--- config.mk ---
export PLATFORM = sky130hd
export DESIGN_NAME = swarm_membership_table
export DESIGN_NICKNAME = d
export VERILOG_FILES = /design/src/rtl/core/smt_pkg.sv /design/src/rtl/core/smt_table.sv /design/src/rtl/core/swarm_membership_table.sv
export SDC_FILE = /design/constraint.sdc
export NUM_CORES = 1
export LEC_CHECK = 0
export ABC_AREA = 1
export BUFFER_PORTS_ARGS = -buffer_cell sky130_fd_sc_hd__buf_2
export CAP_MARGIN = 20
export CORE_MARGIN = 2
export CORE_UTILIZATION = 55
export DETAILED_ROUTE_END_ITERATION = 6
export HOLD_SLACK_MARGIN = 0.1
export PLACE_DENSITY = 0.72
export RECOVER_POWER = 50
export SETUP_SLACK_MARGIN = 0.15
export SYNTH_ARGS = -nofsm -noshare
export SYNTH_HDL_FRONTEND = slang
export SYNTH_SLANG_ARGS = --single-unit
--- constraint.sdc ---
create_clock -name i_clk -period 5.47 [get_ports i_clk]
set_input_delay 0.2735 -clock i_clk [delete_from_list [all_inputs] [get_ports i_clk]]
set_output_delay 0.2735 -clock i_clk [all_outputs]
set_load 0.05 [all_outputs]
--- src/rtl/core/smt_pkg.sv ---
package smt_pkg;

    localparam int DEF_ENTRIES = 16;

    localparam int ID_W      = 8;
    localparam int MASK_W    = 16;
    localparam int STAMP_W   = 8;
    localparam int TIMER_W   = 9;
    localparam int CMD_W     = 3;
    localparam int BIT_W     = 4;
    localparam int LIVE_W    = 5;
    localparam int CFG_IDX_W = 2;
    localparam int CFG_DAT_W = 9;

    localparam logic [LIVE_W-1:0] LIVE_MAX = 5'd31;

    localparam logic [CMD_W-1:0] CMD_LIST  = 3'd0;
    localparam logic [CMD_W-1:0] CMD_PING  = 3'd1;
    localparam logic [CMD_W-1:0] CMD_TICK  = 3'd2;
    localparam logic [CMD_W-1:0] CMD_JOIN  = 3'd3;
    localparam logic [CMD_W-1:0] CMD_LEAVE = 3'd4;

    localparam logic [CFG_IDX_W-1:0] CFG_LOCAL_ID   = 2'd0;
    localparam logic [CFG_IDX_W-1:0] CFG_STAMP_THR  = 2'd1;
    localparam logic [CFG_IDX_W-1:0] CFG_TIMER_INIT = 2'd2;

    localparam logic [ID_W-1:0]    RST_LOCAL_ID   = 8'd0;
    localparam logic [STAMP_W-1:0] RST_STAMP_THR  = 8'd40;
    localparam logic [TIMER_W-1:0] RST_TIMER_INIT = 9'd500;

    typedef struct packed {
        logic [ID_W-1:0]    id;
        logic [MASK_W-1:0]  mask;
        logic [STAMP_W-1:0] stamp;
        logic [TIMER_W-1:0] timer;
    } t_rec;

endpackage

--- src/rtl/core/smt_table.sv ---
module smt_table #(
    parameter int ENTRIES = smt_pkg::DEF_ENTRIES,
    parameter int AW      = $clog2(ENTRIES)
) (
    input  logic              i_clk,
    input  logic              i_rd_en,
    input  logic [AW-1:0]     i_rd_addr,
    output smt_pkg::t_rec     o_rd_data,
    input  logic              i_wr_en,
    input  logic [AW-1:0]     i_wr_addr,
    input  smt_pkg::t_rec     i_wr_data
);
    import smt_pkg::*;

    t_rec r_mem [ENTRIES];
    t_rec r_rd_data;

    always_ff @(posedge i_clk) begin
        if (i_wr_en) begin
            r_mem[i_wr_addr] <= i_wr_data;
        end
        if (i_rd_en) begin
            r_rd_data <= r_mem[i_rd_addr];
        end
    end

    assign o_rd_data = r_rd_data;

endmodule

--- src/rtl/core/swarm_membership_table.sv ---
// A result is registered after the stored entries are scanned, one per cycle; a search
// that matches at slot p stops early. Unused commands skip the scan.
// One transaction in flight; the next is taken the cycle after the result is registered.
// A stalled result holds the update cycle.
// Synchronous active-low reset empties the table by clearing the entry count; record
// storage is not cleared and no sweep is needed.
module swarm_membership_table #(
    parameter int ENTRIES = smt_pkg::DEF_ENTRIES
) (
    input  logic                          i_clk,
    input  logic                          i_rst_n,
    input  logic                          i_in_valid,
    output logic                          o_in_ready,
    input  logic [smt_pkg::CMD_W-1:0]     i_cmd,
    input  logic [smt_pkg::ID_W-1:0]      i_robot_id,
    input  logic [smt_pkg::MASK_W-1:0]    i_swarm_mask,
    input  logic [smt_pkg::STAMP_W-1:0]   i_stamp,
    input  logic [smt_pkg::BIT_W-1:0]     i_swarm_bit,
    output logic                          o_out_valid,
    input  logic                          i_out_ready,
    output logic                          o_accepted,
    output logic                          o_table_full,
    output logic                          o_relay,
    output logic [smt_pkg::LIVE_W-1:0]    o_live_count,
    input  logic                          i_cfg_valid,
    output logic                          o_cfg_ready,
    input  logic [smt_pkg::CFG_IDX_W-1:0] i_cfg_index,
    input  logic [smt_pkg::CFG_DAT_W-1:0] i_cfg_data
);
    import smt_pkg::*;

    localparam int AW = $clog2(ENTRIES);
    localparam int CW = $clog2(ENTRIES + 1);
    localparam int LW = (CW > LIVE_W) ? CW : LIVE_W;

    typedef enum logic [1:0] {S_IDLE, S_SRCH, S_TICK, S_DEC} t_state;

    t_state              r_state, n_state;
    logic [CMD_W-1:0]    r_cmd, n_cmd;
    logic [ID_W-1:0]     r_id, n_id;
    logic [MASK_W-1:0]   r_mask, n_mask;
    logic [STAMP_W-1:0]  r_stamp, n_stamp;
    logic [ID_W-1:0]     r_key, n_key;
    logic [CW-1:0]       r_addr, n_addr;
    logic                r_pend, n_pend;
    logic [AW-1:0]       r_pend_addr, n_pend_addr;
    logic                r_found, n_found;
    logic [AW-1:0]       r_pos, n_pos;
    logic [CW-1:0]       r_count, n_count;
    logic [CW-1:0]       r_live, n_live;
    logic [MASK_W-1:0]   r_own_mask, n_own_mask;
    logic [STAMP_W-1:0]  r_own_stamp, n_own_stamp;
    logic [ID_W-1:0]     r_local_id;
    logic [STAMP_W-1:0]  r_stamp_thr;
    logic [TIMER_W-1:0]  r_timer_init;
    logic                r_out_vld, n_out_vld;
    logic                r_out_acc, n_out_acc;
    logic                r_out_full, n_out_full;
    logic                r_out_relay, n_out_relay;
    logic [LIVE_W-1:0]   r_out_live, n_out_live;

    logic                rd_en;
    t_rec                rd_data;
    logic                wr_en;
    logic [AW-1:0]       wr_addr;
    t_rec                wr_data;

    logic                hit, issue, go;
    logic                is_net, is_own, newer, wr_ok, room, ping_refresh;
    logic [STAMP_W-1:0]  stamp_diff;
    logic [TIMER_W-1:0]  new_timer;

    function automatic logic [LIVE_W-1:0] live_sat(input logic [CW-1:0] v);
        logic [LW-1:0] ext;
        ext = LW'(v);
        return (ext > LW'(LIVE_MAX)) ? LIVE_MAX : ext[LIVE_W-1:0];
    endfunction

    smt_table #(.ENTRIES(ENTRIES), .AW(AW)) u_table (
        .i_clk     (i_clk),
        .i_rd_en   (rd_en),
        .i_rd_addr (r_addr[AW-1:0]),
        .o_rd_data (rd_data),
        .i_wr_en   (wr_en),
        .i_wr_addr (wr_addr),
        .i_wr_data (wr_data)
    );

    assign o_in_ready   = (r_state == S_IDLE);
    assign o_cfg_ready  = 1'b1;
    assign o_out_valid  = r_out_vld;
    assign o_accepted   = r_out_acc;
    assign o_table_full = r_out_full;
    assign o_relay      = r_out_relay;
    assign o_live_count = r_out_live;

    assign hit   = (r_state == S_SRCH) && r_pend && (rd_data.id == r_key);
    assign issue = ((r_state == S_SRCH) || (r_state == S_TICK)) &&
                   (r_addr < r_count) && !hit;
    assign rd_en = issue;
    assign go    = !r_out_vld || i_out_ready;

    assign is_net       = (r_cmd inside {CMD_LIST, CMD_PING});
    assign is_own       = (r_cmd inside {CMD_JOIN, CMD_LEAVE});
    assign stamp_diff   = r_stamp - rd_data.stamp;
    assign newer        = !r_found || (stamp_diff > r_stamp_thr);
    assign wr_ok        = is_own ||
                          (is_net && newer && ((r_cmd == CMD_LIST) || (r_id != r_local_id)));
    assign room         = (r_count < CW'(ENTRIES));
    assign ping_refresh = (r_cmd == CMD_PING) && r_found;
    assign new_timer    = (r_cmd == CMD_PING) ? r_timer_init : rd_data.timer;

    always_comb begin
        n_state     = r_state;
        n_cmd       = r_cmd;
        n_id        = r_id;
        n_mask      = r_mask;
        n_stamp     = r_stamp;
        n_key       = r_key;
        n_addr      = r_addr;
        n_pend      = r_pend;
        n_pend_addr = r_pend_addr;
        n_found     = r_found;
        n_pos       = r_pos;
        n_count     = r_count;
        n_live      = r_live;
        n_own_mask  = r_own_mask;
        n_own_stamp = r_own_stamp;
        n_out_vld   = r_out_vld && !i_out_ready;
        n_out_acc   = r_out_acc;
        n_out_full  = r_out_full;
        n_out_relay = r_out_relay;
        n_out_live  = r_out_live;
        wr_en       = 1'b0;
        wr_addr     = r_pos;
        wr_data     = rd_data;

        case (r_state)
            S_IDLE: begin
                if (i_in_valid) begin
                    n_cmd   = i_cmd;
                    n_id    = i_robot_id;
                    n_mask  = i_swarm_mask;
                    n_stamp = i_stamp;
                    n_addr  = '0;
                    n_pend  = 1'b0;
                    n_found = 1'b0;
                    n_key   = i_robot_id;
                    case (i_cmd)
                        CMD_LIST, CMD_PING: n_state = S_SRCH;
                        CMD_TICK:           n_state = S_TICK;
                        CMD_JOIN: begin
                            n_own_mask  = r_own_mask | (MASK_W'(1) << i_swarm_bit);
                            n_own_stamp = r_own_stamp + STAMP_W'(1);
                            n_key       = r_local_id;
                            n_state     = S_SRCH;
                        end
                        CMD_LEAVE: begin
                            n_own_mask  = r_own_mask & ~(MASK_W'(1) << i_swarm_bit);
                            n_own_stamp = r_own_stamp + STAMP_W'(1);
                            n_key       = r_local_id;
                            n_state     = S_SRCH;
                        end
                        default:            n_state = S_DEC;
                    endcase
                end
            end
            S_SRCH: begin
                n_pend      = issue;
                n_pend_addr = r_addr[AW-1:0];
                if (issue) begin
                    n_addr = r_addr + CW'(1);
                end
                if (hit) begin
                    n_found = 1'b1;
                    n_pos   = r_pend_addr;
                    n_state = S_DEC;
                end else if (!issue && !r_pend) begin
                    n_state = S_DEC;
                end
            end
            S_TICK: begin
                n_pend      = issue;
                n_pend_addr = r_addr[AW-1:0];
                if (issue) begin
                    n_addr = r_addr + CW'(1);
                end
                if (r_pend && (rd_data.timer != '0)) begin
                    wr_en         = 1'b1;
                    wr_addr       = r_pend_addr;
                    wr_data.timer = rd_data.timer - TIMER_W'(1);
                    if (rd_data.timer == TIMER_W'(1)) begin
                        n_live = r_live - CW'(1);
                    end
                end
                if (!issue && !r_pend) begin
                    n_state = S_DEC;
                end
            end
            S_DEC: begin
                if (go) begin
                    if (is_own) begin
                        wr_data.id    = r_local_id;
                        wr_data.mask  = r_own_mask;
                        wr_data.stamp = r_own_stamp;
                    end else begin
                        wr_data.id    = r_id;
                        wr_data.mask  = r_mask;
                        wr_data.stamp = r_stamp;
                    end
                    if (r_found) begin
                        if (wr_ok || ping_refresh) begin
                            wr_en   = 1'b1;
                            wr_addr = r_pos;
                            if (!wr_ok) begin
                                wr_data.mask  = rd_data.mask;
                                wr_data.stamp = rd_data.stamp;
                            end
                            wr_data.id    = rd_data.id;
                            wr_data.timer = new_timer;
                            if ((new_timer != '0) && (rd_data.timer == '0)) begin
                                n_live = r_live + CW'(1);
                            end else if ((new_timer == '0) && (rd_data.timer != '0)) begin
                                n_live = r_live - CW'(1);
                            end
                        end
                    end else if (wr_ok && room) begin
                        wr_en         = 1'b1;
                        wr_addr       = r_count[AW-1:0];
                        wr_data.timer = r_timer_init;
                        n_count       = r_count + CW'(1);
                        if (r_timer_init != '0) begin
                            n_live = r_live + CW'(1);
                        end
                    end
                    n_out_vld   = 1'b1;
                    n_out_acc   = wr_ok && (r_found || room);
                    n_out_full  = wr_ok && !r_found && !room;
                    n_out_relay = wr_ok && (r_found || room) && (r_cmd == CMD_PING);
                    n_out_live  = live_sat(n_live);
                    n_state     = S_IDLE;
                end
            end
            default: n_state = S_IDLE;
        endcase
    end

    always_ff @(posedge i_clk) begin
        if (!i_rst_n) begin
            r_state      <= S_IDLE;
            r_pend       <= 1'b0;
            r_found      <= 1'b0;
            r_count      <= '0;
            r_live       <= '0;
            r_own_mask   <= '0;
            r_own_stamp  <= '0;
            r_local_id   <= RST_LOCAL_ID;
            r_stamp_thr  <= RST_STAMP_THR;
            r_timer_init <= RST_TIMER_INIT;
            r_out_vld    <= 1'b0;
        end else begin
            r_state     <= n_state;
            r_cmd       <= n_cmd;
            r_id        <= n_id;
            r_mask      <= n_mask;
            r_stamp     <= n_stamp;
            r_key       <= n_key;
            r_addr      <= n_addr;
            r_pend      <= n_pend;
            r_pend_addr <= n_pend_addr;
            r_found     <= n_found;
            r_pos       <= n_pos;
            r_count     <= n_count;
            r_live      <= n_live;
            r_own_mask  <= n_own_mask;
            r_own_stamp <= n_own_stamp;
            r_out_vld   <= n_out_vld;
            r_out_acc   <= n_out_acc;
            r_out_full  <= n_out_full;
            r_out_relay <= n_out_relay;
            r_out_live  <= n_out_live;
            if (i_cfg_valid) begin
                case (i_cfg_index)
                    CFG_LOCAL_ID:   r_local_id   <= i_cfg_data[ID_W-1:0];
                    CFG_STAMP_THR:  r_stamp_thr  <= i_cfg_data[STAMP_W-1:0];
                    CFG_TIMER_INIT: r_timer_init <= i_cfg_data[TIMER_W-1:0];
                    default: ;
                endcase
            end
        end
    end

endmodule

==> impl_metrics.json, run 1 <==
{
  "combPwrFrac_pct": 30.0,
  "powerDensity_nw_per_um2": 497,
  "yosysTopAreaCellShare_pct": 62.5,
  "io_pins": 66,
  "run_status": "complete, but fails checks",
  "drv_cap": 4,
  "fin_tns_setup_ns": 0,
  "cts_resized": 0,
  "setup_ws_ns": 0.408,
  "ys_types": 53,
  "globalplace.congestion": 0.934,
  "dr.pass1.iters": 7,
  "drt-total-wl_um": 54300,
  "violations": "max-capacitance violations, max-slew violations",
  "preCtsSetupSlack_ns": 0.768,
  "cp.arrival_ns": 5.33,
  "p_int_mw": 8.32,
  "min_from": "i_cfg_valid",
  "postCtsHoldBufs": 33,
  "worstReg2RegStart": "r_stamp[2]",
  "initial_utilization_pct": 55.6,
  "antenna_found_initial": 3,
  "rows": 74,
  "clkSinkCount": 521,
  "synth_nets": 2055,
  "crit_type": "reg -> reg",
  "vias": 15662,
  "p_clk_share_pct": 28.4,
  "grtUsageTotal_pct": 25.0,
  "yosysSeqAreaShare_pct": 66.8,
  "grt_pass1_vias": 15099,
  "fin_crit_sh_pct": 92.5,
  "synthArstFlopShare_pct": 0,
  "grt_first_pass_wirelength_um": 84200,
  "drc": 0,
  "die_area_um2": 42900,
  "reg2reg_slack_ns": 0.41,
  "final_cells": 2624,
  "layout-drive-gt1-share_pct": 9.03,
  "worst_pin_slew_ns": 2.44,
  "clockBufferDepth": 3,
  "syn_area_um2": 22700,
  "crit_required_ns": 5.74,
  "drt_iter0_markers": 1802,
  "slew_headroom_pct": -62.8,
  "grt_max_degree": 205,
  "ant_nets": 0,
  "vdd_ir_drop_max_v": 0.000447,
  "cts_setup_buffers": 0,
  "largest_register_ffs": 400,
  "cp-startpoint": "r_stamp[2]",
  "setup.worst_path.end_class": "flop",
  "tritoncts": "built",
  "finalHoldViolCount": 0,
  "clk_latency_ns": 0.61,
  "registers.top_by_ff_count": "u_table.r_mem",
  "antenna-diode-count": 0,
  "area_growth_pct": 12.8,
  "synthTopCellsByCount": "473 x edfxtp_1, 313 x nor2_1, 241 x nand2_1, 176 x o21ai_0, 116 x inv_1",
  "synth_flop_cell": "edfxtp_1",
  "max_freq_ghz": 0.198,
  "grt_remaining_overflow": 0,
  "avgSynthCellArea_um2": 11.5,
  "worstSetupStartpointType": "flop",
  "setup_violations": 0,
  "wl_per_cell_um": 20.7,
  "dp.cells": 2492,
  "yosysTopAreaCell": "edfxtp_1",
  "yosys_warnings": 0,
  "dp_hpwl_um": 32600,
  "path_clk_slew_ns": 0.06,
  "critical_path.max_fanout": 16,
  "fp.coreArea_um2": 40800,
  "p_leak_nw": 8.96,
  "synthCells": 1969,
  "synth_area_leaders": "edfxtp_1 63%, nor2_1 5.2%, dfxtp_1 4.2%, nand2_1 4.0%, o21ai_0 3.9%",
  "fin_nets": 2134,
  "slew_viol_final": 194,
  "ys_ff_latch": 521,
  "pwr-share-seq_pct": 41.7,
  "h-tree-depth": 2,
  "rsz0062_at_grt": "no",
  "cts_buffers": 52,
  "p_sw_mw": 4.40,
  "swShare_pct": 34.6,
  "viasPerCell": 5.97,
  "die_h_um": 207,
  "fp.dieW_um": 207,
  "period_needed_ns": 5.06,
  "final.setup_skew_ns": 0.0257,
  "synth.most_common_cell": "edfxtp_1",
  "root_buffer": "clkbuf_16",
  "io_buffers": 44,
  "hold_path.class": "in -> reg",
  "synth-edff-count": 473
}
## layout by cell type (no fill, tap or decap), drive strengths merged, types with 41 or more instances in the layout
master,count
edfxtp,473
nor2,323
nand2,250
o21ai,186
inv,124
clkbuf,106
nand3,103
a21oi,73
o32ai,60
dfxtp,48
buf,48
o221ai,41
## cells by family after synthesis
| group | after synthesis | share of synthesized area (%) |
|---|---|---|
| and+or+nand+nor | 718 | 13.5 |
| adders and majority gates | 31 | 1.74 |
| buffers and inverters | 227 | 3.97 |
| AOI/OAI and AO/OA | 405 | 11.2 |
| xor gates and xnor gates | 22 | 0.849 |
| muxes | 44 | 1.96 |
| other | 1 | 0.0165 |
| DFF | 521 | 66.8 |
## power groups by stage
stage               logic (mW)  clock network (mW)  registers [mW]
CTS                       3.83                3.66            5.29
global placement          3.65                   0            5.36
global route              4.22                3.82            5.32
floorplan                 2.58                   0            5.34
finish                    3.81                3.61            5.30
detailed placement        3.79                   0            5.37
## final cells by class
| type | count | area (um2) |
|---|---|---|
| Multi-Input combinational cell | 1221 | 6720 |
| Tap cell | 532 | 666 |
| Fill cell | 3069 | 15200 |
| Clock buffer | 64 | 1370 |
| Sequential cell | 521 | 15200 |
| Clock inverter | 34 | 374 |
| Inverter | 129 | 487 |
| Timing Repair Buffer | 123 | 826 |
## routing by layer
layer,part of all wire [%],vias to the layer above,track usage [%]
met2,47,623,40.3
met4,2.8,0,8.15
met1,43,7655,35.0
li1,-,7278,-
met5,0,-,0
met3,7.4,106,4.28
## worst paths after layout
check / to / cells after the start
setup / recovery: u_table.r_mem[4][16] / 19
hold / removal: r_timer_init[1] / 3
setup reg to reg: u_table.r_mem[4][16] / 19
hold reg to reg: r_pos[2] / 0
## metrics by stage
step	hold slack, ns	cell area (um2)	utilization, %	total power [mW]
3_3_place_gp	0.443	23700	57.9	9.02
6_report	0.158	25600	62.7	12.7
4_1_cts	0.127	25700	63.1	12.8
3_5_place_dp	0.453	23700	58.0	9.16
5_1_grt	0.175	25600	62.7	13.4
2_1_floorplan	0.372	22700	-	7.92
## worst max-delay path: stages (launching register included)
cell	delay, ns
edfxtp_1	0.40
ha_1	0.38
a21oi_1	0.16
nand2_1	0.10
a21oi_1	0.14
o21ai_0	0.14
a21o_1	0.19
a21oi_1	0.14
xor2_1	0.17
ha_1	0.26
a21o_1	0.19
nor2_1	0.11
nand2_1	0.06
nand2_1	0.13
nand2_1	0.07
nand2_1	0.14
nand2_2	0.19
o21ai_0	0.64
clkbuf_1	0.53
mux2_1	0.60
Note: power is estimated with default switching activity, not from simulation.
==> inputs of run 2 (changes only) <==
--- a/config.mk
+++ b/config.mk
@@ -5,7 +5,7 @@
 export SDC_FILE = /design/constraint.sdc
 export NUM_CORES = 1
 export LEC_CHECK = 0
-export ABC_AREA = 1
+export ABC_AREA = 0
 export BUFFER_PORTS_ARGS = -buffer_cell sky130_fd_sc_hd__buf_2
 export CAP_MARGIN = 20
 export CORE_MARGIN = 2
==> impl_metrics.json, run 2 <==
{
  "clockBufferDepth": 3,
  "run_status": "complete, but fails checks",
  "synthArstFlopShare_pct": 0,
  "dp.cells": 1817,
  "slew_viol_final": 182,
  "fin_crit_sh_pct": 93.8,
  "setup.worst_path.end_class": "flop",
  "final_core_util_pct": 63.5,
  "vdd_ir_drop_max_v": 0.000276,
  "synth.most_common_cell": "edfxtp_1",
  "synthCells": 1277,
  "vias": 12114,
  "path_clk_slew_ns": 0.06,
  "viasPerCell": 6.16,
  "syn_area_um2": 21900,
  "root_buffer": "clkbuf_16",
  "final_cells": 1968,
  "layout_commonest_cell": "edfxtp_1",
  "rsz0062_at_grt": "yes",
  "synth-edff-count": 473,
  "largest_register_ffs": 400,
  "finalHoldViolCount": 0,
  "violations": "max-capacitance violations, max-slew violations",
  "grt_pass1_vias": 11904,
  "crit_type": "reg -> reg",
  "area_growth_pct": 14.6,
  "avgSynthCellArea_um2": 17.1,
  "initial_utilization_pct": 55.4,
  "cp.arrival_ns": 5.34,
  "dr.pass1.iters": 5,
  "drt-total-wl_um": 49800,
  "synth_nets": 1363,
  "io_pins": 66,
  "clk_latency_ns": 0.60,
  "synth_flop_cell": "edfxtp_1",
  "worstSetupStartpointType": "flop",
  "period_needed_ns": 5.13,
  "ant_nets": 0,
  "clkSinkCount": 521,
  "drc": 0,
  "drt_iter0_markers": 1328,
  "fin_nets": 1487,
  "p_leak_nw": 8.30,
  "grt_remaining_overflow": 0,
  "yosysSeqAreaShare_pct": 69.3,
  "yosysTopAreaCellShare_pct": 64.9,
  "area.sequential_um2": 15200,
  "grt_first_pass_wirelength_um": 72700,
  "registers.top_by_ff_count": "u_table.r_mem",
  "yosys_warnings": 0,
  "grt_max_degree": 62,
  "synth_area_leaders": "edfxtp_1 65%, mux4_2 13%, dfxtp_1 4.4%, ha_1 1.7%, nor2_1 1.6%",
  "tritoncts": "built",
  "critical_path.max_fanout": 25,
  "preCtsSetupSlack_ns": 0.406,
  "grtUsageTotal_pct": 23.9,
  "die_h_um": 203,
  "drv_cap": 5,
  "antenna-diode-count": 0,
  "globalplace.congestion": 0.849,
  "synthTopCellsByCount": "473 x edfxtp_1, 125 x mux4_2, 92 x nor2_1, 90 x nand2_1, 48 x dfxtp_1",
  "ys_types": 83,
  "setup_ws_ns": 0.341,
  "antenna_found_initial": 0,
  "io_buffers": 44,
  "wl_met1_um": 20200,
  "power_mw": 11.8,
  "dp_hpwl_um": 27900,
  "slew_headroom_pct": -145,
  "ys_ff_latch": 521,
  "powerDensity_nw_per_um2": 471,
  "fp.coreArea_um2": 39500,
  "dr_wl_met3_um": 3700,
  "yosysTopAreaCell": "edfxtp_1",
  "h-tree-depth": 2,
  "crit_required_ns": 5.68,
  "die_area_um2": 41400,
  "rows": 73,
  "fillers": 2770,
  "worst_pin_slew_ns": 3.67,
  "final_cell_mix": "473 x edfxtp_1, 125 x mux4_2, 90 x nand2_1",
  "cts_buffers": 51,
  "multi_input_area_um2": 6520,
  "fp.dieW_um": 203,
  "layout-drive-gt1-share_pct": 22.2,
  "wl_met2_um": 24200,
  "wl_per_cell_um": 25.3,
  "hold_path.class": "in -> reg",
  "final.setup_skew_ns": 0.0150,
  "max_freq_ghz": 0.195,
  "setup_violations": 0,
  "top_layer": "met4"
}
[run 2: cell types whose count changed in the layout (fill, tap and decap cells not counted), sizes merged, moves of 19 or more]
cell | before | now
inv | 124 | 36
nand2 | 250 | 91
mux4 | 0 | 125
a21oi | 73 | 26
o21ai | 186 | 30
o211ai | 25 | 6
nand3 | 103 | 30
o32ai | 60 | 0
nor2 | 323 | 98
o221ai | 41 | 6
[run 2: worst max-delay path: stages (launching register included)]
cell and delay [ns]:
edfxtp_1 0.44, ha_1 0.31, nor2b_1 0.12, o21ai_0 0.19
a21boi_0 0.14, o21ai_0 0.16, nand2b_1 0.10, a21o_1 0.18
a21oi_1 0.16, xnor2_1 0.09, ha_1 0.29, and3_1 0.20
nand2_1 0.06, a211oi_1 0.27, nor3_2 0.15, o21ai_2 0.26
a211o_1 0.31, nand3_2 0.33, nor2_4 0.96
[run 2: timing repair]
action                                 in CTS  in global routing
setup buffers                               0                 12
gates resized for setup                     0                  7
hold buffers                               36                  0
setup endpoints to repair                   0                364
endpoints found under the hold margin      55                  0
[run 2: logic make-up (layout without fill, tap and decap cells)]
kind of cell               Yosys count  count (layout)  synth area share (%)
AOI/OAI and AO/OA                  133             133                  4.35
xor gates and xnor gates            39              39                  1.56
adders and majority gates           31              31                  1.81
buffers and inverters               94             254                  1.80
DFF                                521             521                  69.3
muxes                              165             165                  14.8
other                                1               1                0.0171
and+or+nand+nor                    293             299                  6.33
[run 2: routing by layer]
layer | global-route usage [%] | vias to the layer above
met5 | 0 | -
met4 | 8.99 | 0
met3 | 3.15 | 99
met2 | 39.1 | 543
met1 | 33.2 | 6144
li1 | - | 5328
[run 2: final cells by class]
cell class	instances	share of cell area, %
inverter	35	0.524
tap	525	2.62
clock inverter	31	1.24
sequential	521	60.5
timing repair buffer	124	3.74
clock buffer	64	5.37
multi-input combinational	668	26.0
[run 2: through the flow]
stage | TNS [ns] | area, um2 | hold WS, ns
final | 0 | 25100 | 0.251
after global routing | -4.20 | 25100 | 0.271
after CTS | 0 | 24900 | 0.206
after detailed placement | 0 | 22900 | 0.452
after global placement | 0 | 22900 | 0.453
after floorplan | 0 | 21900 | 0.372
[run 2: worst paths after layout]
path                                 startpoint                    to  slack, ns  cells past startpoint
worst max-delay path                 r_stamp[1]  u_table.r_mem[9][12]       0.34                     18
worst min-delay path                i_out_ready           o_out_valid       0.25                      3
worst max register to register       r_stamp[1]  u_table.r_mem[9][12]       0.34                     18
worst min register to register  r_timer_init[3]       r_timer_init[3]       0.49                      2
[run 2: report_power, final]
group	internal (mW)	switching (mW)
registers	5.09	0.191
logic	1.29	1.75
clock network	1.99	1.49
==> inputs of run 3 (changes only) <==
--- a/config.mk
+++ b/config.mk
@@ -12,9 +12,10 @@
 export CORE_UTILIZATION = 55
 export DETAILED_ROUTE_END_ITERATION = 6
 export HOLD_SLACK_MARGIN = 0.1
-export PLACE_DENSITY = 0.72
+export PLACE_DENSITY = 0.71
 export RECOVER_POWER = 50
 export SETUP_SLACK_MARGIN = 0.15
 export SYNTH_ARGS = -nofsm -noshare
 export SYNTH_HDL_FRONTEND = slang
+export SYNTH_HIERARCHICAL = 1
 export SYNTH_SLANG_ARGS = --single-unit
==> impl_metrics.json, run 3 <==
{
  "cts_setup_buffers": 0,
  "grt_remaining_overflow": 0,
  "max_freq_ghz": 0.200,
  "globalplace.congestion": 0.851,
  "layout_commonest_cell": "edfxtp_1",
  "antenna-diode-count": 0,
  "grt_pass1_vias": 11795,
  "powerDensity_nw_per_um2": 459,
  "root_buffer": "clkbuf_16",
  "grt_max_degree": 105,
  "dr.pass1.iters": 5,
  "period_needed_ns": 5.00,
  "fillers": 2766,
  "io_pins": 66,
  "worst_pin_slew_ns": 4.02,
  "final_cells": 1968,
  "antenna_found_initial": 2,
  "vdd_ir_drop_max_v": 0.000256,
  "hold_path.class": "in -> reg",
  "final.setup_skew_ns": 0.0152,
  "dp.cells": 1842,
  "registers.top_by_ff_count": "u_table/r_mem",
  "design_area_um2": 24600,
  "slew_headroom_pct": -168,
  "tritoncts": "built",
  "grtUsageTotal_pct": 23.3,
  "rows": 72,
  "cts_buffers": 51,
  "run_status": "complete, but fails checks",
  "drt-total-wl_um": 47100,
  "critical_path.max_fanout": 25,
  "synth_nets": 1398,
  "synthCells": 1312,
  "final_cell_mix": "473 x edfxtp_1, 100 x mux4_2, 94 x nand2_1",
  "ant_nets": 0,
  "finalHoldViolCount": 0,
  "fp.coreArea_um2": 38900,
  "fin_crit_sh_pct": 91.4,
  "setup.worst_path.end_class": "flop",
  "violations": "max-capacitance violations, max-slew violations",
  "cp.arrival_ns": 5.20,
  "clockBufferDepth": 3,
  "fin_hold_ws_ns": 0.165,
  "postPlaceCellArea_um2": 22800,
  "initial_utilization_pct": 56.0,
  "drc": 0,
  "drv_cap": 4,
  "largest_register_ffs": 400,
  "rsz0062_at_grt": "yes",
  "io_buffers": 44,
  "viasPerCell": 6.11,
  "fin_nets": 1498,
  "fp.dieW_um": 203,
  "wl_per_cell_um": 23.9,
  "clkSinkCount": 521,
  "fin_tns_setup_ns": 0,
  "h-tree-depth": 2,
  "yosys_warnings": 6,
  "crit_required_ns": 5.67,
  "area_growth_pct": 13.0,
  "syn_area_um2": 21800,
  "die_h_um": 203,
  "layout-drive-gt1-share_pct": 18.6,
  "die_area_um2": 41300,
  "grt_first_pass_wirelength_um": 71100,
  "clk_latency_ns": 0.59,
  "path_clk_slew_ns": 0.06,
  "slew_viol_final": 232,
  "setup_violations": 0,
  "drt_iter0_markers": 1140,
  "power_mw": 11.3,
  "p_leak_nw": 8.17,
  "dp_hpwl_um": 27200,
  "crit_type": "reg -> reg",
  "avgSynthCellArea_um2": 16.6,
  "worstSetupStartpointType": "flop",
  "vias": 12027
}
-- run 3: area by class of cell --
class                      instances  area (um2)  share of cell area [%]
tap                              518         648                    2.63
clock buffer                      65        1350                    5.48
clock inverter                    26         327                    1.32
multi-input combinational        685        6280                    25.5
inverter                          34         128                   0.518
sequential                       521       15200                    61.5
timing repair buffer             119         757                    3.07
-- run 3: repair_timing --
item                       in CTS  in global routing
resized for setup               0                  1
hold endpoints to repair       55                  0
setup endpoints to repair       0                 35
hold buffers                   32                  0
-- run 3: power by group --
group	switching, mW	internal, mW	total (mW)
sequential	0.138	5.00	5.14
combinational	1.62	1.03	2.65
clock	1.45	2.08	3.52
total	3.21	8.10	11.3
-- run 3: metrics by stage --
| stage | util (%) | setup slack, ns |
|---|---|---|
| after global placement | 58.5 | 0.536 |
| after floorplan | - | 0.275 |
| after detailed placement | 58.5 | 0.424 |
| after CTS | 63.7 | 0.345 |
| after global routing | 63.3 | 0.0990 |
| final | 63.3 | 0.472 |
-- run 3: critical path: stages (launching register included) --
cell      delay, ns
edfxtp_1       0.44
ha_1           0.31
nor2b_1        0.12
o21ai_0        0.19
a21boi_0       0.14
o21ai_0        0.16
nand2b_1       0.10
a21o_1         0.19
a21oi_1        0.18
xnor2_1        0.10
ha_1           0.30
nand4_1        0.12
a21oi_1        0.18
o31a_1         0.22
o41ai_1        0.14
nor2_1         0.19
nand2_1        0.09
nand2_1        0.19
nand3_1        0.32
nor2_4         0.95
-- run 3: path summary, 6_finish.rpt --
path                                      from              endpoint  slack (ns)  depth (start not counted)
worst min-delay path                i_in_valid               r_found        0.16                          4
worst min register to register  r_pend_addr[0]              r_pos[0]        0.46                          0
worst max register to register      r_stamp[1]  u_table/r_mem[14][4]        0.47                         19
worst max-delay path                r_stamp[1]  u_table/r_mem[14][4]        0.47                         19
-- run 3: routing by layer --
layer | track usage, % | vias up | wire, um
met5 | 0 | - | 0
met4 | 5.94 | 0 | 897
met3 | 5.42 | 66 | 4100
met2 | 37.4 | 505 | 22700
met1 | 32.7 | 6109 | 19400
li1 | - | 5347 | -
